--- src/hdl/lp2sc_pkg.sv ---
`default_nettype none

package lp2sc_pkg;

  // Queue between parser and result expander, in commands
  localparam int unsigned QueueDepth = 4;

  localparam logic [31:0] START_CODE = 32'h0000_0001;
  localparam logic [7:0]  LEN_SIZE_MASK = 8'h03;

  // Parser phases within one tag body
  typedef enum logic [3:0] {
    PH_HEAD      = 4'd0,
    PH_CFG       = 4'd1,
    PH_SPS_LEN   = 4'd2,
    PH_SPS_DATA  = 4'd3,
    PH_PPS_COUNT = 4'd4,
    PH_PPS_LEN   = 4'd5,
    PH_PPS_DATA  = 4'd6,
    PH_TRAIL     = 4'd7,
    PH_NAL_LEN   = 4'd8,
    PH_NAL_DATA  = 4'd9,
    PH_EOS       = 4'd10
  } phase_e;

  // What one accepted item asks the back end to emit
  typedef enum logic [1:0] {
    CMD_START  = 2'd0,  // four start code bytes
    CMD_DATA   = 2'd1,  // one payload byte
    CMD_STATUS = 2'd2   // one status-only result
  } cmd_kind_e;

  typedef struct packed {
    cmd_kind_e   kind;
    logic [7:0]  data;
    logic        tag_end;
    logic        seq_end;
    logic        trunc;
    logic [31:0] pts;
  } cmd_t;

  // Byte idx (0 first) of the big-endian start code
  function automatic logic [7:0] start_code_byte(input logic [1:0] idx);
    logic [1:0] rev;
    rev = ~idx;
    return START_CODE[{rev, 3'b000} +: 8];
  endfunction

endpackage

`default_nettype wire

--- src/hdl/lp2sc_front.sv ---
`default_nettype none

module lp2sc_front (
  input  wire logic             clk_i,
  input  wire logic             rst_ni,
  input  wire logic             in_valid_i,
  output logic                  in_ready_o,
  input  wire logic [7:0]       in_byte_i,
  input  wire logic             in_last_i,
  input  wire logic [31:0]      dts_in_i,
  input  wire logic             q_full_i,
  output logic                  push_o,
  output lp2sc_pkg::cmd_t       cmd_o
);

  localparam logic [3:0] POS_MAX    = 4'd15;
  localparam logic [3:0] POS_KIND   = 4'd1;
  localparam logic [3:0] POS_HDR_END = 4'd4;
  localparam logic [3:0] POS_LEN_SZ = 4'd9;
  localparam logic [3:0] POS_CFG_END = 4'd10;
  localparam logic [1:0] SPS_PPS_LEN_M1 = 2'd1;
  localparam logic [1:0] NAL_LEN_M1_RST = 2'd3;

  lp2sc_pkg::phase_e phase_q, phase_d;
  logic [3:0]  pos_q, pos_d;
  logic [1:0]  seen_q, seen_d;
  logic [31:0] acc_q, acc_d;
  logic [31:0] rem_q, rem_d;
  logic [1:0]  lsz_q, lsz_d;     // NAL length size minus one
  logic [7:0]  kind_q, kind_d;
  logic [23:0] comp_q, comp_d;
  logic [31:0] dts_q, dts_d;

  logic        in_fire;
  logic        emit_start, emit_data;
  logic        take_len, in_data, len_done;
  logic [1:0]  len_m1;
  logic [31:0] acc_shift, rem_dec;
  logic        trunc, seq;

  assign in_ready_o = !q_full_i;
  assign in_fire    = in_valid_i && in_ready_o;

  always_comb begin
    phase_d    = phase_q;
    pos_d      = (pos_q == POS_MAX) ? pos_q : pos_q + 4'd1;
    seen_d     = seen_q;
    acc_d      = acc_q;
    rem_d      = rem_q;
    lsz_d      = lsz_q;
    kind_d     = kind_q;
    comp_d     = comp_q;
    dts_d      = dts_q;
    emit_start = 1'b0;
    emit_data  = 1'b0;
    trunc      = 1'b1;
    seq        = 1'b0;

    take_len  = (phase_q == lp2sc_pkg::PH_SPS_LEN) || (phase_q == lp2sc_pkg::PH_PPS_LEN) ||
                (phase_q == lp2sc_pkg::PH_NAL_LEN);
    in_data   = (phase_q == lp2sc_pkg::PH_SPS_DATA) || (phase_q == lp2sc_pkg::PH_PPS_DATA) ||
                (phase_q == lp2sc_pkg::PH_NAL_DATA);
    len_m1    = (phase_q == lp2sc_pkg::PH_NAL_LEN) ? lsz_q : SPS_PPS_LEN_M1;
    len_done  = (seen_q == len_m1);
    acc_shift = {acc_q[23:0], in_byte_i};
    rem_dec   = rem_q - 32'd1;

    case (phase_q)
      lp2sc_pkg::PH_HEAD: begin
        if (pos_q == '0) begin
          dts_d  = dts_in_i;
          comp_d = '0;
          kind_d = '0;
        end else if (pos_q == POS_KIND) begin
          kind_d = in_byte_i;
        end else begin
          comp_d = {comp_q[15:0], in_byte_i};
        end
        if (pos_q >= POS_HDR_END) begin
          seen_d = '0;
          acc_d  = '0;
          if (kind_q == 8'd0) begin
            phase_d = lp2sc_pkg::PH_CFG;
          end else if (kind_q == 8'd1) begin
            phase_d = lp2sc_pkg::PH_NAL_LEN;
          end else begin
            phase_d = lp2sc_pkg::PH_EOS;
          end
        end
      end
      lp2sc_pkg::PH_CFG: begin
        if (pos_q == POS_LEN_SZ) begin
          lsz_d = 2'(in_byte_i & lp2sc_pkg::LEN_SIZE_MASK);
        end
        if (pos_q >= POS_CFG_END) begin
          phase_d = lp2sc_pkg::PH_SPS_LEN;
        end
      end
      lp2sc_pkg::PH_SPS_LEN: begin
        if (len_done) begin
          phase_d = (acc_shift != '0) ? lp2sc_pkg::PH_SPS_DATA : lp2sc_pkg::PH_PPS_COUNT;
        end
      end
      lp2sc_pkg::PH_SPS_DATA: begin
        if (rem_dec == '0) begin
          phase_d = lp2sc_pkg::PH_PPS_COUNT;
        end
      end
      lp2sc_pkg::PH_PPS_COUNT: begin
        phase_d = lp2sc_pkg::PH_PPS_LEN;
      end
      lp2sc_pkg::PH_PPS_LEN: begin
        if (len_done) begin
          phase_d = (acc_shift != '0) ? lp2sc_pkg::PH_PPS_DATA : lp2sc_pkg::PH_TRAIL;
        end
      end
      lp2sc_pkg::PH_PPS_DATA: begin
        if (rem_dec == '0) begin
          phase_d = lp2sc_pkg::PH_TRAIL;
        end
      end
      lp2sc_pkg::PH_NAL_LEN: begin
        if (len_done) begin
          phase_d = (acc_shift != '0) ? lp2sc_pkg::PH_NAL_DATA : lp2sc_pkg::PH_NAL_LEN;
        end
      end
      lp2sc_pkg::PH_NAL_DATA: begin
        if (rem_dec == '0) begin
          phase_d = lp2sc_pkg::PH_NAL_LEN;
        end
      end
      default: begin
      end
    endcase

    // shared length collector
    if (take_len) begin
      if (len_done) begin
        rem_d      = acc_shift;
        acc_d      = '0;
        seen_d     = '0;
        emit_start = 1'b1;
      end else begin
        acc_d  = acc_shift;
        seen_d = seen_q + 2'd1;
      end
    end

    if (in_data) begin
      emit_data = 1'b1;
      rem_d     = rem_dec;
    end

    // end-of-tag status judged on the phase the byte leaves behind
    case (phase_d)
      lp2sc_pkg::PH_TRAIL: begin
        trunc = 1'b0;
      end
      lp2sc_pkg::PH_EOS: begin
        trunc = 1'b0;
        seq   = 1'b1;
      end
      lp2sc_pkg::PH_NAL_LEN: begin
        trunc = (seen_d != '0);
      end
      default: begin
        trunc = 1'b1;
      end
    endcase

    cmd_o.data    = in_byte_i;
    cmd_o.tag_end = in_last_i;
    cmd_o.seq_end = in_last_i && seq;
    cmd_o.trunc   = in_last_i && trunc;
    cmd_o.pts     = dts_d + {8'd0, comp_d};
    if (emit_start) begin
      cmd_o.kind = lp2sc_pkg::CMD_START;
    end else if (emit_data) begin
      cmd_o.kind = lp2sc_pkg::CMD_DATA;
    end else begin
      cmd_o.kind = lp2sc_pkg::CMD_STATUS;
    end
    push_o = in_fire && (emit_start || emit_data || in_last_i);

    if (in_last_i) begin
      pos_d   = '0;
      phase_d = lp2sc_pkg::PH_HEAD;
      seen_d  = '0;
      acc_d   = '0;
      rem_d   = '0;
    end
  end

  always_ff @(posedge clk_i or negedge rst_ni) begin
    if (!rst_ni) begin
      phase_q <= lp2sc_pkg::PH_HEAD;
      pos_q   <= '0;
      seen_q  <= '0;
      acc_q   <= '0;
      rem_q   <= '0;
      lsz_q   <= NAL_LEN_M1_RST;
      kind_q  <= '0;
      comp_q  <= '0;
      dts_q   <= '0;
    end else if (in_fire) begin
      phase_q <= phase_d;
      pos_q   <= pos_d;
      seen_q  <= seen_d;
      acc_q   <= acc_d;
      rem_q   <= rem_d;
      lsz_q   <= lsz_d;
      kind_q  <= kind_d;
      comp_q  <= comp_d;
      dts_q   <= dts_d;
    end
  end

endmodule

`default_nettype wire

--- src/hdl/lp2sc_fifo.sv ---
`default_nettype none

module lp2sc_fifo #(
  parameter int unsigned DEPTH = lp2sc_pkg::QueueDepth
) (
  input  wire logic             clk_i,
  input  wire logic             rst_ni,
  input  wire logic             push_i,
  input  wire lp2sc_pkg::cmd_t  push_cmd_i,
  output logic                  full_o,
  input  wire logic             pop_i,
  output logic                  valid_o,
  output lp2sc_pkg::cmd_t       head_o
);

  localparam int unsigned PTR_W = (DEPTH > 1) ? $clog2(DEPTH) : 1;
  localparam int unsigned CNT_W = $clog2(DEPTH + 1);
  localparam logic [PTR_W-1:0] PTR_LAST = PTR_W'(DEPTH - 1);
  localparam logic [CNT_W-1:0] CNT_FULL = CNT_W'(DEPTH);

  lp2sc_pkg::cmd_t mem_q [DEPTH];
  logic [PTR_W-1:0] wr_ptr_q, wr_ptr_d, rd_ptr_q, rd_ptr_d;
  logic [CNT_W-1:0] count_q, count_d;

  assign full_o  = (count_q == CNT_FULL);
  assign valid_o = (count_q != '0);
  assign head_o  = mem_q[rd_ptr_q];

  always_comb begin
    wr_ptr_d = wr_ptr_q;
    rd_ptr_d = rd_ptr_q;
    count_d  = count_q;
    if (push_i) begin
      wr_ptr_d = (wr_ptr_q == PTR_LAST) ? '0 : wr_ptr_q + 1'b1;
    end
    if (pop_i) begin
      rd_ptr_d = (rd_ptr_q == PTR_LAST) ? '0 : rd_ptr_q + 1'b1;
    end
    if (push_i && !pop_i) begin
      count_d = count_q + 1'b1;
    end else if (pop_i && !push_i) begin
      count_d = count_q - 1'b1;
    end
  end

  always_ff @(posedge clk_i) begin
    if (push_i) begin
      mem_q[wr_ptr_q] <= push_cmd_i;
    end
  end

  always_ff @(posedge clk_i or negedge rst_ni) begin
    if (!rst_ni) begin
      wr_ptr_q <= '0;
      rd_ptr_q <= '0;
      count_q  <= '0;
    end else begin
      wr_ptr_q <= wr_ptr_d;
      rd_ptr_q <= rd_ptr_d;
      count_q  <= count_d;
    end
  end

  a_no_overflow: assert property (@(posedge clk_i) disable iff (!rst_ni)
    !(push_i && full_o))
    else $error("command pushed into full queue");

  a_no_underflow: assert property (@(posedge clk_i) disable iff (!rst_ni)
    !(pop_i && !valid_o))
    else $error("command popped from empty queue");

  a_ptr_gap: assert property (@(posedge clk_i) disable iff (!rst_ni)
    (count_q == '0) || (count_q == CNT_FULL) |-> (wr_ptr_q == rd_ptr_q))
    else $error("queue pointers disagree with fill count");

endmodule

`default_nettype wire

--- src/hdl/lp2sc_back.sv ---
`default_nettype none

module lp2sc_back (
  input  wire logic             clk_i,
  input  wire logic             rst_ni,
  input  wire logic             head_valid_i,
  input  wire lp2sc_pkg::cmd_t  head_i,
  output logic                  pop_o,
  output logic                  out_valid_o,
  input  wire logic             out_ready_i,
  output logic [7:0]            out_byte_o,
  output logic                  byte_valid_o,
  output logic                  run_last_o,
  output logic                  tag_end_o,
  output logic                  sequence_end_o,
  output logic                  truncated_o,
  output logic [31:0]           pts_o
);

  localparam logic [1:0] START_LAST_IDX = 2'd3;

  logic [1:0]  cnt_q, cnt_d;
  logic        out_valid_q, out_valid_d;
  logic [7:0]  byte_q, byte_d;
  logic        bvalid_q, bvalid_d;
  logic        run_last_q, run_last_d;
  logic        tag_end_q, tag_end_d;
  logic        seq_q, seq_d;
  logic        trunc_q, trunc_d;
  logic [31:0] pts_q;
  logic        load, final_res;

  assign load      = head_valid_i && (!out_valid_q || out_ready_i);
  assign final_res = (head_i.kind != lp2sc_pkg::CMD_START) || (cnt_q == START_LAST_IDX);
  assign pop_o     = load && final_res;

  always_comb begin
    cnt_d       = cnt_q;
    out_valid_d = out_valid_q;
    if (out_ready_i) begin
      out_valid_d = 1'b0;
    end
    if (load) begin
      out_valid_d = 1'b1;
      cnt_d       = final_res ? '0 : cnt_q + 2'd1;
    end

    case (head_i.kind)
      lp2sc_pkg::CMD_START: begin
        byte_d   = lp2sc_pkg::start_code_byte(cnt_q);
        bvalid_d = 1'b1;
      end
      lp2sc_pkg::CMD_DATA: begin
        byte_d   = head_i.data;
        bvalid_d = 1'b1;
      end
      default: begin
        byte_d   = '0;
        bvalid_d = 1'b0;
      end
    endcase
    run_last_d = final_res;
    tag_end_d  = final_res && head_i.tag_end;
    seq_d      = final_res && head_i.seq_end;
    trunc_d    = final_res && head_i.trunc;
  end

  always_ff @(posedge clk_i or negedge rst_ni) begin
    if (!rst_ni) begin
      cnt_q       <= '0;
      out_valid_q <= 1'b0;
    end else begin
      cnt_q       <= cnt_d;
      out_valid_q <= out_valid_d;
    end
  end

  always_ff @(posedge clk_i) begin
    if (load) begin
      byte_q     <= byte_d;
      bvalid_q   <= bvalid_d;
      run_last_q <= run_last_d;
      tag_end_q  <= tag_end_d;
      seq_q      <= seq_d;
      trunc_q    <= trunc_d;
      pts_q      <= head_i.pts;
    end
  end

  assign out_valid_o    = out_valid_q;
  assign out_byte_o     = byte_q;
  assign byte_valid_o   = bvalid_q;
  assign run_last_o     = run_last_q;
  assign tag_end_o      = tag_end_q;
  assign sequence_end_o = seq_q;
  assign truncated_o    = trunc_q;
  assign pts_o          = pts_q;

  a_start_held: assert property (@(posedge clk_i) disable iff (!rst_ni)
    (cnt_q != '0) |-> (head_valid_i && (head_i.kind == lp2sc_pkg::CMD_START)))
    else $error("start code split from its command");

  a_status_ends_tag: assert property (@(posedge clk_i) disable iff (!rst_ni)
    (out_valid_q && !bvalid_q) |-> (tag_end_q && run_last_q))
    else $error("status result without tag end");

  a_seq_status_only: assert property (@(posedge clk_i) disable iff (!rst_ni)
    (out_valid_q && seq_q) |-> (!bvalid_q && !trunc_q))
    else $error("end of sequence on a data result or truncated");

endmodule

`default_nettype wire

--- src/hdl/avc_length_prefix_to_start_code_top.sv ---
// An accepted byte's commands go through the queue, then the output register.
// Throughput: one byte per cycle while out_ready_i is high and each byte gives
//   at most one result; a byte that completes a length field gives four start
//   code results, one per cycle, set by the output register; queue hides bursts.
// Reset: rst_ni asynchronous, active low; parser returns to the tag header with
//   a 4-byte NAL length size, queue empties, output goes invalid. No clearing pass.
`default_nettype none

module avc_length_prefix_to_start_code_top #(
  // commands buffered between parser and expander
  parameter int unsigned QUEUE_DEPTH = lp2sc_pkg::QueueDepth
) (
  input  wire logic        clk_i,
  input  wire logic        rst_ni,
  // tag body bytes
  input  wire logic        in_valid_i,
  output logic             in_ready_o,
  input  wire logic [7:0]  in_byte_i,
  input  wire logic        in_last_i,
  input  wire logic [31:0] dts_in_i,
  // start-code delimited stream and status
  output logic             out_valid_o,
  input  wire logic        out_ready_i,
  output logic [7:0]       out_byte_o,
  output logic             byte_valid_o,
  output logic             run_last_o,
  output logic             tag_end_o,
  output logic             sequence_end_o,
  output logic             truncated_o,
  output logic [31:0]      pts_o
);

  // Front: tracks the tag layout (header, config record, length fields,
  // payloads) and turns each item into at most one command. A command says
  // "four start code bytes", "one payload byte" or "status only", and carries
  // the end-of-tag flags and pts, so the back end needs no parse state.
  logic            push, q_full, pop, head_valid;
  lp2sc_pkg::cmd_t push_cmd, head_cmd;

  lp2sc_front u_front (
    .clk_i      (clk_i),
    .rst_ni     (rst_ni),
    .in_valid_i (in_valid_i),
    .in_ready_o (in_ready_o),
    .in_byte_i  (in_byte_i),
    .in_last_i  (in_last_i),
    .dts_in_i   (dts_in_i),
    .q_full_i   (q_full),
    .push_o     (push),
    .cmd_o      (push_cmd)
  );

  // Queue: lets the parser run ahead while a start code drains
  lp2sc_fifo #(
    .DEPTH (QUEUE_DEPTH)
  ) u_fifo (
    .clk_i      (clk_i),
    .rst_ni     (rst_ni),
    .push_i     (push),
    .push_cmd_i (push_cmd),
    .full_o     (q_full),
    .pop_i      (pop),
    .valid_o    (head_valid),
    .head_o     (head_cmd)
  );

  // Back: expands the head command into results, one per cycle while the output
  // is not stalled, into the output register; flags land on its final result only.
  lp2sc_back u_back (
    .clk_i          (clk_i),
    .rst_ni         (rst_ni),
    .head_valid_i   (head_valid),
    .head_i         (head_cmd),
    .pop_o          (pop),
    .out_valid_o    (out_valid_o),
    .out_ready_i    (out_ready_i),
    .out_byte_o     (out_byte_o),
    .byte_valid_o   (byte_valid_o),
    .run_last_o     (run_last_o),
    .tag_end_o      (tag_end_o),
    .sequence_end_o (sequence_end_o),
    .truncated_o    (truncated_o),
    .pts_o          (pts_o)
  );

endmodule

`default_nettype wire

--- config.mk ---
export PLATFORM = sky130hd
export DESIGN_NAME = avc_length_prefix_to_start_code_top
export DESIGN_NICKNAME = d
export VERILOG_FILES = /design/src/hdl/lp2sc_pkg.sv /design/src/hdl/lp2sc_front.sv /design/src/hdl/lp2sc_fifo.sv /design/src/hdl/lp2sc_back.sv /design/src/hdl/avc_length_prefix_to_start_code_top.sv
export SDC_FILE = /design/constraint.sdc
export NUM_CORES = 1
export LEC_CHECK = 0
export BUFFER_PORTS_ARGS = -buffer_cell sky130_fd_sc_hd__buf_2
export CAP_MARGIN = 20
export CORE_ASPECT_RATIO = 1.2
export CORE_MARGIN = 1
export CORE_UTILIZATION = 50
export CTS_CLUSTER_SIZE = 16
export DETAILED_ROUTE_END_ITERATION = 8
export PLACE_DENSITY = 0.78
export SKIP_CTS_REPAIR_TIMING = 1
export SKIP_LAST_GASP = 1
export SLEW_MARGIN = 20
export SYNTH_ARGS = -nofsm -noshare
export SYNTH_HDL_FRONTEND = slang
export SYNTH_SLANG_ARGS = --single-unit
--- constraint.sdc ---
create_clock -name clk_i -period 13.4 [get_ports clk_i]
set_input_delay 2.68 -clock clk_i [delete_from_list [all_inputs] [get_ports clk_i]]
set_output_delay 2.68 -clock clk_i [all_outputs]
set_load 0.005 [all_outputs]
Word-level counts from Yosys, hierarchy flattened
Memories as Yosys holds them, arrays and structs flattened.
Index checks and enable logic that the tools add are counted.
{"block": "classes", "add_sub_neg": 9, "n_lt_le_gt_ge": 2, "eq_ne": 22, "shift": 1, "mux": 57, "n_bitwise": 1, "reduce_logical": 46}
{"cell": "two-way mux 24 bit", "count": 8}
{"cell": "two-way mux 32 bit", "count": 6}
{"cell": "two-way mux 4 bit", "count": 12}
{"cell": "one-hot mux 4 bit (9 select lines)", "count": 1}
{"cell": "adder 32 x 24 -> 32 bit", "count": 1}
{"cell": "zero test 32 bit", "count": 1}
{"cell": "nonzero test 32 bit", "count": 1}
{"cell": "variable part select 32 x 6 -> 8 bit, first input constant", "count": 1}
{"cell": "subtractor 32 x 1 -> 32 bit, second input constant", "count": 1}
{"cell": "== test 4 bit, second input constant", "count": 6}
{"cell": "two-way mux 2 bit", "count": 12}
{"cell": "== test 4 x 3 -> 1 bit, second input constant", "count": 4}
{"cell": "two-way mux 8 bit", "count": 2}
{"cell": "one-hot mux 8 bit (2 select lines)", "count": 1}
{"cell": "nonzero test 3 bit", "count": 5}
{"cell": "AND reduction 3 bit", "count": 4}
{"cell": "logical AND 1 bit", "count": 11}
{"cell": "two-way mux 1 bit", "count": 11}
{"cell": "nonzero test 2 bit", "count": 5}
{"cell": "two-way mux 3 bit", "count": 3}
{"cell": "adder 2 x 1 -> 2 bit, second input constant", "count": 4}
{"cell": "== test 4 x 1 -> 1 bit, second input constant", "count": 2}
{"cell": "== test 4 x 2 -> 1 bit, second input constant", "count": 2}
{"cell": "== test 8 x 1 -> 1 bit, second input constant", "count": 1}
{"cell": "19 further kinds", "count": 33}
{"block": "totals", "reg_bits": 187, "ram_bits": 180, "inputBits": 45, "wordCells": 160, "mem_count": 1}
{"name": "u_fifo.mem_q", "depth": 4, "width": 45, "rd": 1, "rd_ports_with_merged_regs": 0, "wr": 1, "line_no": "lp2sc_fifo.sv:21", "rtl": "lp2sc_pkg::cmd_t mem_q [DEPTH];"}

Depth between registers and ports, before layout
Gate-level depths: netlist (run 1).
{"block": "depth", "depth_word": 12, "depth_mapped": 20}

Modules after synthesis
A second synthesis (run 1) with hierarchy kept.
{"block": "unflattened", "hier_cells": 1415, "area_unflattened_um2": 17448.0}
{"mod": "lp2sc_front", "instances": 1, "cells_per_inst": 1069, "area_each_um2": 8904.8}
{"mod": "lp2sc_fifo", "instances": 1, "cells_per_inst": 272, "area_each_um2": 6930.4}
{"mod": "lp2sc_back", "instances": 1, "cells_per_inst": 74, "area_each_um2": 1612.8}

Worst setup path after synthesis (run 1)
No wires, ideal clock.
{"block": "synth_timing", "kind": "in2reg", "from": "in out_ready_i", "to": "reg u_fifo.count_q[1]", "setup_time_ns": 0.125, "t_arrival_ns": 6.569, "slack_ns": 6.706, "cell_stages": 7, "path_buffers": 0, "path_cell_list": "inv_1 -> a21oi_1 -> nand2_1 -> ha_1 -> inv_1 -> fa_1 -> mux2_2"}
{"block": "synth_via", "elab_chain_cells": 6, "elab_cells_between_ends": 8}
{"element": "from (decl)", "line_no": "avc_length_prefix_to_start_code_top.sv:23", "rtl": "input wire logic out_ready_i,"}
{"element": "logical OR 1 bit", "line_no": "lp2sc_back.sv:33", "rtl": "assign load = head_valid_i && (!out_valid_q || out_ready_i);"}
{"element": "logical AND 1 bit", "line_no": "lp2sc_back.sv:33"}
{"element": "named net u_back.load", "line_no": "lp2sc_back.sv:31", "rtl": "logic load, final_res;"}
{"element": "logical AND 1 bit", "line_no": "lp2sc_back.sv:35", "rtl": "assign pop_o = load && final_res;"}
{"element": "zero test 1 bit", "line_no": "lp2sc_fifo.sv:39", "rtl": "if (push_i && !pop_i) begin"}
{"element": "logical AND 1 bit", "line_no": "lp2sc_fifo.sv:39"}
{"element": "two-way mux 3 bit", "line_no": "lp2sc_fifo.sv:39"}
{"element": "named net u_fifo.count_d[1]", "line_no": "lp2sc_fifo.sv:23", "rtl": "logic [CNT_W-1:0] count_q, count_d;"}
{"element": "to (signal assigned)", "line_no": "lp2sc_fifo.sv:60", "rtl": "count_q <= count_d;"}
{"element": "to (decl)", "line_no": "lp2sc_fifo.sv:23"}
The timed path passes the listed nets, and every way through them passes these cells.
A chain may end at the register's enable or synchronous reset.

==> results of run 1 <==
==> metal layers <==
layer	wire (um)	track usage [%]	vias up	part of all wire, %
met5	0	0	-	0
met4	1420	9.42	0	3.4
met2	20900	40.9	490	50
li1	-	-	5752	-
met1	16900	30.2	6185	41
met3	2440	3.37	98	5.8
==> placed cells by master (no fill, tap or decap), types with 6 or more instances in the layout <==
| master | n |
|---|---|
| nand2_1 | 310 |
| edfxtp_1 | 225 |
| dfrtp_1 | 138 |
| o21ai_0 | 94 |
| a21oi_1 | 91 |
| buf_2 | 90 |
| nor2_1 | 87 |
| mux4_2 | 45 |
| inv_1 | 40 |
| clkbuf_16 | 38 |
| ha_1 | 37 |
| nor3_1 | 34 |
| nor4_1 | 31 |
| a22o_1 | 31 |
| xnor2_1 | 26 |
| nand3_1 | 21 |
| buf_4 | 18 |
| and3_1 | 15 |
| mux2_2 | 13 |
| mux2i_1 | 12 |
| nand4_1 | 11 |
| or3_1 | 11 |
| o31ai_1 | 10 |
| clkbuf_1 | 10 |
| a31oi_1 | 8 |
| or2_2 | 8 |
| a21o_1 | 7 |
| o21bai_1 | 7 |
| and2_2 | 7 |
| clkbuf_8 | 7 |
| a22oi_1 | 6 |
==> through the flow <==
step | utilization (%) | hold WS, ns
after global placement | 53.5 | 0.455
after detailed placement | 53.5 | 0.462
final | 57.3 | 0.474
after global routing | 57.3 | 0.493
after CTS | 57.3 | 0.477
after floorplan | - | 0.441
==> area by class of cell <==
cell class                 instances  area [um2]
timing repair buffer             109         597
tap                              456         571
fill                            2727       14600
clock buffer                      55        1080
multi-input combinational       1031        6700
inverter                          41         154
clock inverter                    15         199
sequential                       367       10300
==> path summary, 6_finish.rpt <==
path                       slack [ns]                      startpoint  cells after the start                        endpoint
min in group asynchronous        2.16                          rst_ni                      1   u_front.rem_q[14]$_DFFE_PN0P_
min reg2reg                      0.47  u_front.comp_q[16]$_DFFE_PN0P_                      2  u_front.comp_q[16]$_DFFE_PN0P_
max in group asynchronous        9.77                          rst_ni                      2   u_front.dts_q[26]$_DFFE_PN0P_
max                              7.29  u_front.phase_q[1]$_DFFE_PN0P_                     16   u_fifo.mem_q[3][24]$_DFFE_PP_
min                              0.47  u_front.comp_q[16]$_DFFE_PN0P_                      2  u_front.comp_q[16]$_DFFE_PN0P_
max reg2reg                      7.29  u_front.phase_q[1]$_DFFE_PN0P_                     16   u_fifo.mem_q[3][24]$_DFFE_PP_
==> sequential cells by signal, indices dropped and copies added (netlist names), 8 cells and up <==
name	count
u_back.out_byte_o	8
u_back.pts_o	32
u_fifo.mem_q	180
u_front.acc_q	24
u_front.comp_q	24
u_front.dts_q	32
u_front.kind_q	8
u_front.rem_q	32
==> Yosys cell counts, types with 9 or more instances <==
| library cell | number | area (um2) |
|---|---|---|
| ha_1 | 37 | 463 |
| nor3_1 | 35 | 175 |
| inv_1 | 40 | 150 |
| and3_1 | 16 | 100 |
| mux2i_1 | 12 | 120 |
| nor4_1 | 31 | 194 |
| edfxtp_1 | 225 | 6760 |
| or3_1 | 11 | 68.8 |
| nand4_1 | 11 | 68.8 |
| o21ai_0 | 94 | 470 |
| o31ai_1 | 10 | 75.1 |
| xnor2_1 | 26 | 228 |
| dfrtp_1 | 140 | 3500 |
| a22o_1 | 31 | 272 |
| a21oi_1 | 92 | 460 |
| mux4_2 | 45 | 1010 |
| clkbuf_1 | 56 | 210 |
| nor2_1 | 87 | 327 |
| buf_1 | 12 | 45.0 |
| nand2_1 | 311 | 1170 |
| and2_1 | 9 | 56.3 |
| nand3_1 | 21 | 105 |
| mux2_2 | 13 | 146 |
==> logic make-up after synthesis <==
logic type                 synth area share [%]
adders and majority gates                  2.88
AOI/OAI and AO/OA                          11.4
buffers and inverters                      2.87
DFF                                        59.0
xor gates and xnor gates                   1.55
muxes                                      7.32
and+or+nand+nor                            15.0
==> power by group through the flow <==
stage / Clock (W) / Combinational [W] / Sequential (W)
global placement: 0 / 0.00235 / 0.00196
CTS: 0.00109 / 0.00246 / 0.00197
finish: 0.00108 / 0.00248 / 0.00197
global route: 0.00114 / 0.00272 / 0.00200
floorplan: 0 / 0.00180 / 0.00191
detailed placement: 0 / 0.00244 / 0.00198
==> worst max-delay path, stage by stage (launching register included) <==
cell and delay [ns]:
dfrtp_1 0.59, nor4_1 0.64, nand2_1 0.54, a21oi_1 0.75, a22o_1 0.28, ha_1 0.20
inv_1 0.06, fa_1 0.42, nor2b_1 0.18, o31a_1 0.20, o31a_1 0.14, o31ai_1 0.10
a21oi_1 0.30, o2111ai_1 0.21, a31oi_1 0.66, nor4_1 0.11, a311oi_1 0.47
==> flow_summary.toml, run 1 <==
[sta]
setup_tns_ns = 0
slew_headroom_pct = 32.7
period_share_pct = 45.6
tightest_slew_ns = 1.01
fmax_mhz = 164
drv_slew = 0
setup_viol_count_final = 0
finalHoldViolations = 0
rsz0062_at_grt = "false"
min_period_ns = 6.11
clock_skew_ns = 0.0201
worst_slack_ns = 7.29

[global_route]
grt_max_degree = 74
grt_first_pass_wirelength_um = 66400
antenna_found_initial = 0
overflow = 0
first_global_vias = 12305
grt_usage_pct = 23.6

[routing]
routedWlPerCell_um = 20.1
dr_total_vias = 12525
drt-initial-drc-count = 1216
routed_wirelength_um = 41700
dr.pass1.iters = 8
drc = 0
ant_nets = 0
avgViaCountPerCell = 6.04

[cts]
insertion_delay_ns = 0.54
cts_inserted_buffers = 38
h-tree-depth = 2
clockBufferDepth = 3
clkTransAtPathRegs_ns = 0.06
ctsRootBufferMaster = "clkbuf_16"
cts_sinks = 367
cts_tree = "built"

[power_and_ir_drop]
swShare_pct = 40.0
p_sw_w = 0.00221
powerDensity_nw_per_um2 = 282
power_frac_seq_pct = 35.6
irDropWorstVdd_uv = 166
intPower_w = 0.00332
p_comb_share_pct = 44.9
p_clk_share_pct = 19.5
p_total_w = 0.00553
power.leakage_nw = 7.96

[finish]
final_area_um2 = 19600
num_antenna_cells = 0
instances_no_fill = 2074
synthToLayoutAreaGrowth_pct = 12.3
nets = 1672
drive_gt1_share_pct = 16.3

[critical_path]
endpoint_kind = "flip-flop"
crit_type = "flip-flop to flip-flop"
path_max_fanout = 19
worst_ep_required_time_ns = 13.68
cp.arrival_ns = 6.39
start_kind = "flip-flop"

[placed_design]
gp_congestion = 0.896
dpl.cell_count = 2004
portBuffers = 91
placed_area_um2 = 18300
dpl_worst_slack_ns = 7.05
hpwlAfterDp_um = 26500

[synth]
ys.flop_type = "edfxtp_1"
synthArstFlopShare_pct = 38.7
postSynthAreaPerCell_um2 = 11.5
ys_seq_elements = 367
yosysSeqAreaShare_pct = 59.0
synth-edff-count = 225
synth_nets = 1600
syn_area_um2 = 17500
yosys_warnings = 0
synthCells = 1516
yosysUniqueCellTypes = 84

[floorplan]
fp.dieW_um = 173
coreArea_um2 = 34300
initial_core_util_pct = 51.0
rows = 74
fp.dieArea_um2 = 35700
io_pins = 92
die_y_um = 207

[job]
max-cap-violations = 0

[outcome]
status = "finished, final reports clean"

[hold_path]
hold_class = "flip-flop to flip-flop"
No activity file was read; power rests on OpenSTA's default activity.
==> inputs of run 2 (changes only) <==
--- a/config.mk
+++ b/config.mk
@@ -12,7 +12,7 @@
 export CORE_UTILIZATION = 50
 export CTS_CLUSTER_SIZE = 16
 export DETAILED_ROUTE_END_ITERATION = 8
-export PLACE_DENSITY = 0.78
+export PLACE_DENSITY = 0.81
 export SKIP_CTS_REPAIR_TIMING = 1
 export SKIP_LAST_GASP = 1
 export SLEW_MARGIN = 20
==> constraint.sdc (replaced) <==
create_clock -name clk_i -period 4.9 [get_ports clk_i]
set_input_delay 0.98 -clock clk_i [delete_from_list [all_inputs] [get_ports clk_i]]
set_output_delay 0.98 -clock clk_i [all_outputs]
set_load 0.005 [all_outputs]
==> run 2 against run 1 <==
Against the previous run: cell area increased by 1.4%; final cell count is 0.82% higher; sequential share of layout area decreased by 0.70 points; non-clock buffer count up 19; count of clock-buffer cells in the layout shrank 8; sequential power increased to 2.7 times the previous value; register-to-register slack lost 7.0 ns; first-iteration DRC count rose by 12%; via count is 1.1% higher; clock power increased to 2.8 times the previous value.
==> flow_summary.toml, run 2 (synthesized netlist as in run 1, its figures left out) <==
[finish]
final_area_um2 = 19900
num_antenna_cells = 0
nets = 1690
final_cell_mix = "nand2_1 (310), edfxtp_1 (225), dfrtp_1 (138)"
regMostFlops = "u_fifo.mem_q"
largest_reg_flops = 180
drive_gt1_share_pct = 18.2
fillCellCount = 2683
layout_commonest_cell = "nand2_1"
synthToLayoutAreaGrowth_pct = 13.8

[cts]
h-tree-depth = 2
cts_sinks = 367
cts_tree = "built"
ctsRootBufferMaster = "clkbuf_16"
clkTransAtPathRegs_ns = 0.06
clockBufferDepth = 3
insertion_delay_ns = 0.55
cts_inserted_buffers = 37

[floorplan]
io_pins = 92
fp.dieArea_um2 = 35700
die_y_um = 207
initial_core_util_pct = 51.0
rows = 74
coreArea_um2 = 34300
fp.dieW_um = 173

[placed_design]
hpwlAfterDp_um = 28200
gp_congestion = 0.941
portBuffers = 91
placed_area_um2 = 18500

[power_and_ir_drop]
power.leakage_nw = 8.08
irDropWorstVdd_uv = 429
powerDensity_nw_per_um2 = 774

[global_route]
antenna_found_initial = 0
first_global_vias = 12361
busiest_layer = "met2"
use_met2_pct = 42.8
grt_util_met3_pct = 3.83
grt_max_degree = 107
grt_usage_pct = 24.7
use_met1_pct = 30.8
grt_first_pass_wirelength_um = 68600
overflow = 0

[hold_path]
min-delay-start = "u_front.dts_q[5]$_DFFE_PN0P_"
holdPathEnd = "u_front.dts_q[5]$_DFFE_PN0P_"
hold_class = "flip-flop to flip-flop"
min_path_cells = 2

[sta]
period_share_pct = 93.2
min_period_ns = 4.57
clock_skew_ns = 0.0228
setup_tns_ns = 0
slew_headroom_pct = 34.1
drv_slew = 0
finalHoldViolations = 0
setup_viol_count_final = 0
rsz0062_at_grt = "false"
tightest_slew_ns = 0.988
fmax_mhz = 219

[routing]
routedWlPerCell_um = 21.0
dr.pass1.iters = 5
drt-initial-drc-count = 1359
avgViaCountPerCell = 6.06
drc = 0
ant_nets = 0
dr_total_vias = 12662
routed_wirelength_um = 43900

[critical_path]
cpMostUsedCell = "a21oi_1"
crit_slowest_cell = "o311a_1"
start_kind = "flip-flop"
worst_ep_required_time_ns = 5.25
worstSetupStartpoint = "u_front.phase_q[0]$_DFFE_PN0P_"
reg2reg_slack_ns = 0.33
endpoint_kind = "flip-flop"
cpPeakStageDelay_ns = 0.43
worstReg2RegEnd = "u_fifo.mem_q[3][27]$_DFFE_PP_"
r2r_cells = 16
reg2reg_from = "u_front.phase_q[0]$_DFFE_PN0P_"
cp.arrival_ns = 4.92
path_max_fanout = 53
crit_type = "flip-flop to flip-flop"
cp_cell_sequence = "nor4_4, and3_2, buf_12, mux2i_2, inv_1, ha_1, a211oi_1, o21bai_1, a21oi_1, a31oi_1, o2bb2ai_1, o41ai_2, buf_4, o311a_1, a21oi_1, xor2_1"

[job]
max-cap-violations = 0

[outcome]
status = "finished, final reports clean"
-- run 2: cell types whose count changed in the layout (fill, tap and decap cells not counted), moves of 2 or more --
| cell | before | now |
|---|---|---|
| clkinvlp_4 | 0 | 2 |
| buf_12 | 0 | 2 |
| buf_4 | 18 | 35 |
| nor2_1 | 87 | 84 |
| nor3_1 | 34 | 32 |
| nor2_2 | 0 | 2 |
| clkbuf_8 | 7 | 5 |
| clkinv_1 | 3 | 6 |
| nor3_2 | 1 | 3 |
| bufinv_16 | 4 | 6 |
| clkbuf_1 | 10 | 6 |
-- run 2: how the worst max path moves through the flow --
stage                                          to
detailed placement  u_fifo.mem_q[3][24]$_DFFE_PP_
finish              u_fifo.mem_q[3][27]$_DFFE_PP_
CTS                 u_fifo.mem_q[1][28]$_DFFE_PP_
global route        u_fifo.mem_q[3][25]$_DFFE_PP_
global placement    u_fifo.mem_q[0][28]$_DFFE_PP_
floorplan           u_fifo.mem_q[0][24]$_DFFE_PP_
-- run 2: where the power goes --
group | total [W] | switching, W | leakage [nW] | internal (W)
combinational | 0.00704 | 0.00448 | 3.49 | 0.00257
clock | 0.00300 | 0.00122 | 0.627 | 0.00178
sequential | 0.00534 | 0.000460 | 3.96 | 0.00488
total | 0.0154 | 0.00615 | 8.08 | 0.00923
-- run 2: critical path, delay by kind of cell, from the launching register on --
family,cells,cell delay (ns)
and+or+nand+nor,2,0.67
DFF,1,0.41
xor gates and xnor gates,1,0.29
buffers and inverters,3,0.49
muxes,1,0.35
adders and majority gates,1,0.31
AOI/OAI and AO/OA,8,1.82
-- run 2: area by class of cell --
type	count	area (um2)	share of cell area (%)
flip-flops and latches	367	10300	51.9
multi-input cells	1031	6790	34.1
clock buffers	47	1000	5.05
repair buffers	128	767	3.86
well taps	456	571	2.87
clock inverters	21	285	1.43
inverters	41	158	0.793
-- run 2: per-stage QoR --
step	std cells	setup WS [ns]	total power, W	util (%)	hold WS [ns]
after detailed placement	2023	0.178	0.0122	54.0	0.463
after floorplan	1516	0.204	0.0101	-	0.441
final	2091	0.333	0.0154	58.0	0.473
after global routing	2091	0.0179	0.0163	58.0	0.492
after CTS	2091	0.0588	0.0152	57.8	0.477
after global placement	2023	0.399	0.0118	54.0	0.455
-- run 2: per-layer routing --
layer  part of all wire [%]  wire length, um
met5                      0                0
met2                     50            21900
met1                     40            17600
met4                    4.1             1800
met3                    5.9             2590
==> inputs of run 3 (changes only) <==
--- a/config.mk
+++ b/config.mk
@@ -5,6 +5,7 @@
 export SDC_FILE = /design/constraint.sdc
 export NUM_CORES = 1
 export LEC_CHECK = 0
+export ABC_AREA = 1
 export BUFFER_PORTS_ARGS = -buffer_cell sky130_fd_sc_hd__buf_2
 export CAP_MARGIN = 20
 export CORE_ASPECT_RATIO = 1.2
==> run 3 against run 2 <==
Against the previous run: non-clock buffer count shrank 17; largest cell class unchanged; clock skew is 0.0089 ns lower; first-iteration DRC count grew 4.6%; register-to-register slack gained 0.11 ns; power up 5.6%; cell area up 2.2%; wire length grew 3.8%; largest power group unchanged; utilization fell by 0.43 points; count of clock-buffer cells in the layout rose by 9.
==> flow_summary.toml, run 3 <==
[finish]
drive_gt1_share_pct = 14.8
final_cell_mix = "nand2_1 (319), edfxtp_1 (225), o21ai_0 (215)"
largest_reg_flops = 180
nets = 2044
regMostFlops = "u_fifo.mem_q"
synthToLayoutAreaGrowth_pct = 12.7
layout_commonest_cell = "nand2_1"
num_antenna_cells = 0

[cts]
cts_sinks = 367
ctsRootBufferMaster = "clkbuf_16"
cts_inserted_buffers = 39
clockBufferDepth = 3
cts_tree = "built"
insertion_delay_ns = 0.54
h-tree-depth = 2
clkTransAtPathRegs_ns = 0.06

[sta]
slew_headroom_pct = 32.3
min_period_ns = 4.45
setup_tns_ns = 0
tightest_slew_ns = 1.01
finalHoldViolations = 0
fin_hold_ws_ns = 0.435
drv_slew = 0
rsz0062_at_grt = "false"
clock_skew_ns = 0.0139
setup_viol_count_final = 0
period_share_pct = 90.9
fmax_mhz = 225

[routing]
routed_wirelength_um = 45500
drc = 0
avgViaCountPerCell = 5.74
ant_nets = 0
dr.pass1.iters = 6
dr_total_vias = 14079
routedWlPerCell_um = 18.6
drt-initial-drc-count = 1421

[global_route]
overflow = 0
first_global_vias = 13367
antenna_found_initial = 0
grt_first_pass_wirelength_um = 71600
grt_usage_pct = 24.8
grt_max_degree = 92

[floorplan]
coreArea_um2 = 35300
fp.dieArea_um2 = 36800
io_pins = 92
fp.dieW_um = 175
die_y_um = 210
rows = 75
initial_core_util_pct = 51.1

[critical_path]
crit_slowest_cell = "dfrtp_1"
worst_ep_required_time_ns = 5.16
crit_family = "simple AND/OR/NAND/NOR gates"
r2r_cells = 20
reg2reg_slack_ns = 0.45
cpMostUsedCell = "nand3_1"
cp_cell_sequence = "inv_1, ha_1, nand2_2, nor2_4, nor2_1, a21oi_1, a21oi_1, ha_1, inv_1, fa_1, o21ai_0, nand3_1, nand2_1, nand3_1, nand2_1, nand3_1, nand3_1, nand3_1, nor3_2, xnor2_1"
reg2reg_from = "u_front.pos_q[0]$_DFFE_PN0P_"
cp.arrival_ns = 4.71
path_max_fanout = 17
cpPeakStageDelay_ns = 0.41
crit_type = "flip-flop to flip-flop"
worst-path-stages = 20
worstSetupStartpoint = "u_front.pos_q[0]$_DFFE_PN0P_"
start_kind = "flip-flop"
worst-path-buf-inv = 2
endpoint_kind = "flip-flop"

[synth]
ys.flop_type = "edfxtp_1"
synth_area_leader_cell = "edfxtp_1"
synthArstFlopShare_pct = 38.7
yosysMostFrequentCell = "nand2_1"
synth_nets = 1968
synthTopCellsByArea = "edfxtp_1 (37%), dfrtp_1 (19%), nand2_1 (6.6%), o21ai_0 (6.0%), nor2_1 (4.5%)"
synth-edff-count = 225
yosysUniqueCellTypes = 55
postSynthAreaPerCell_um2 = 9.57
netlist.area_leader.share_pct = 37.5
ys_seq_elements = 367
yosys_warnings = 0
synth_common_cells = "nand2_1 (319), edfxtp_1 (225), nor2_1 (216), o21ai_0 (215), inv_1 (182)"
synthCells = 1884
syn_area_um2 = 18000
yosysSeqAreaShare_pct = 57.2

[power_and_ir_drop]
intPower_w = 0.00923
swShare_pct = 43.1
power_frac_seq_pct = 33.4
irDropWorstVdd_uv = 398
p_comb_share_pct = 47.5
p_sw_w = 0.00700
powerDensity_nw_per_um2 = 799
p_clk_share_pct = 19.1
power.leakage_nw = 8.52

[outcome]
status = "finished, final reports clean"

[placed_design]
portBuffers = 91
hpwlAfterDp_um = 30800
gp_congestion = 0.937

[job]
max-cap-violations = 0

[hold_path]
hold_class = "input port to async pin"
-- run 3: changes by cell type after synthesis, moves of 31 or more --
cell / previous run / this run
inv_1: 40 / 182
a22o_1: 31 / 0
nor2_1: 87 / 216
mux4_2: 45 / 0
o21ai_0: 94 / 215
o22ai_1: 5 / 65
nand3_1: 21 / 56
-- run 3: metrics by stage --
stage,setup WS (ns),cells,cell area (um2),total power [W],utilization (%)
finish,0.448,2452,20300,0.0162,57.6
floorplan,0.0999,1884,18000,0.0107,-
CTS,0.403,2451,20300,0.0161,57.6
detailed placement,0.466,2380,19000,0.0129,53.7
global placement,0.617,2380,19000,0.0126,53.7
global route,0.0992,2452,20300,0.0172,57.6
-- run 3: metal layers --
layer  part of all wire (%)  vias to the layer above  routed length, um  global-route usage (%)
met5                      0                        -                  0                       0
li1                       -                     6617                  -                       -
met4                    3.7                        0               1660                    10.1
met3                    7.6                      114               3440                    3.86
met1                     41                     6722              18600                    32.9
met2                     48                      626              21900                    40.7
-- run 3: cells by family (layout without fill, tap and decap cells) --
group                    after synthesis  in the layout  share of synthesized area (%)
buffers and inverters                274            379                           6.11
AND/OR/NAND/NOR                      684            685                           16.3
multiplexers                           6              6                          0.361
adder cells (fa/ha/maj)               39             39                           2.79
XOR/XNOR                              35             35                           1.70
flip-flops                           367            367                           57.2
AO/OA/AOI/OAI                        479            479                           15.5
-- run 3: layout make-up --
type,instances,area [um2]
fill,2944,15000
sequential,367,10300
multi-input combinational,1244,6690
clock buffer,56,1120
inverter,197,739
timing repair buffer,111,649
tap,462,578
clock inverter,15,233
-- run 3: path summary, 6_finish.rpt --
| path | to |
|---|---|
| max reg2reg | u_fifo.mem_q[2][30]$_DFFE_PP_ |
| max in group asynchronous | u_front.dts_q[11]$_DFFE_PN0P_ |
| max | u_fifo.mem_q[2][30]$_DFFE_PP_ |
| min in group clk_i | u_front.comp_q[17]$_DFFE_PN0P_ |
| min reg2reg | u_front.comp_q[17]$_DFFE_PN0P_ |
| min | u_front.rem_q[14]$_DFFE_PN0P_ |
-- run 3: power by group through the flow --
stage	Clock [W]	Combinational, W	Sequential (W)
after floorplan	0	0.00527	0.00542
after global placement	0	0.00721	0.00542
after detailed placement	0	0.00748	0.00546
after CTS	0.00313	0.00757	0.00542
after global routing	0.00325	0.00849	0.00549
final	0.00310	0.00771	0.00542
-- run 3: worst reg2reg max path, cell delays in order (launching register included) --
cell and delay (ns):
dfrtp_1 0.41, inv_1 0.11, ha_1 0.24, nand2_2 0.29, nor2_4 0.14, nor2_1 0.41, a21oi_1 0.07, a21oi_1 0.19
ha_1 0.21, inv_1 0.06, fa_1 0.41, o21ai_0 0.31, nand3_1 0.12, nand2_1 0.11, nand3_1 0.07, nand2_1 0.16
nand3_1 0.09, nand3_1 0.29, nand3_1 0.17, nor3_2 0.17, xnor2_1 0.14
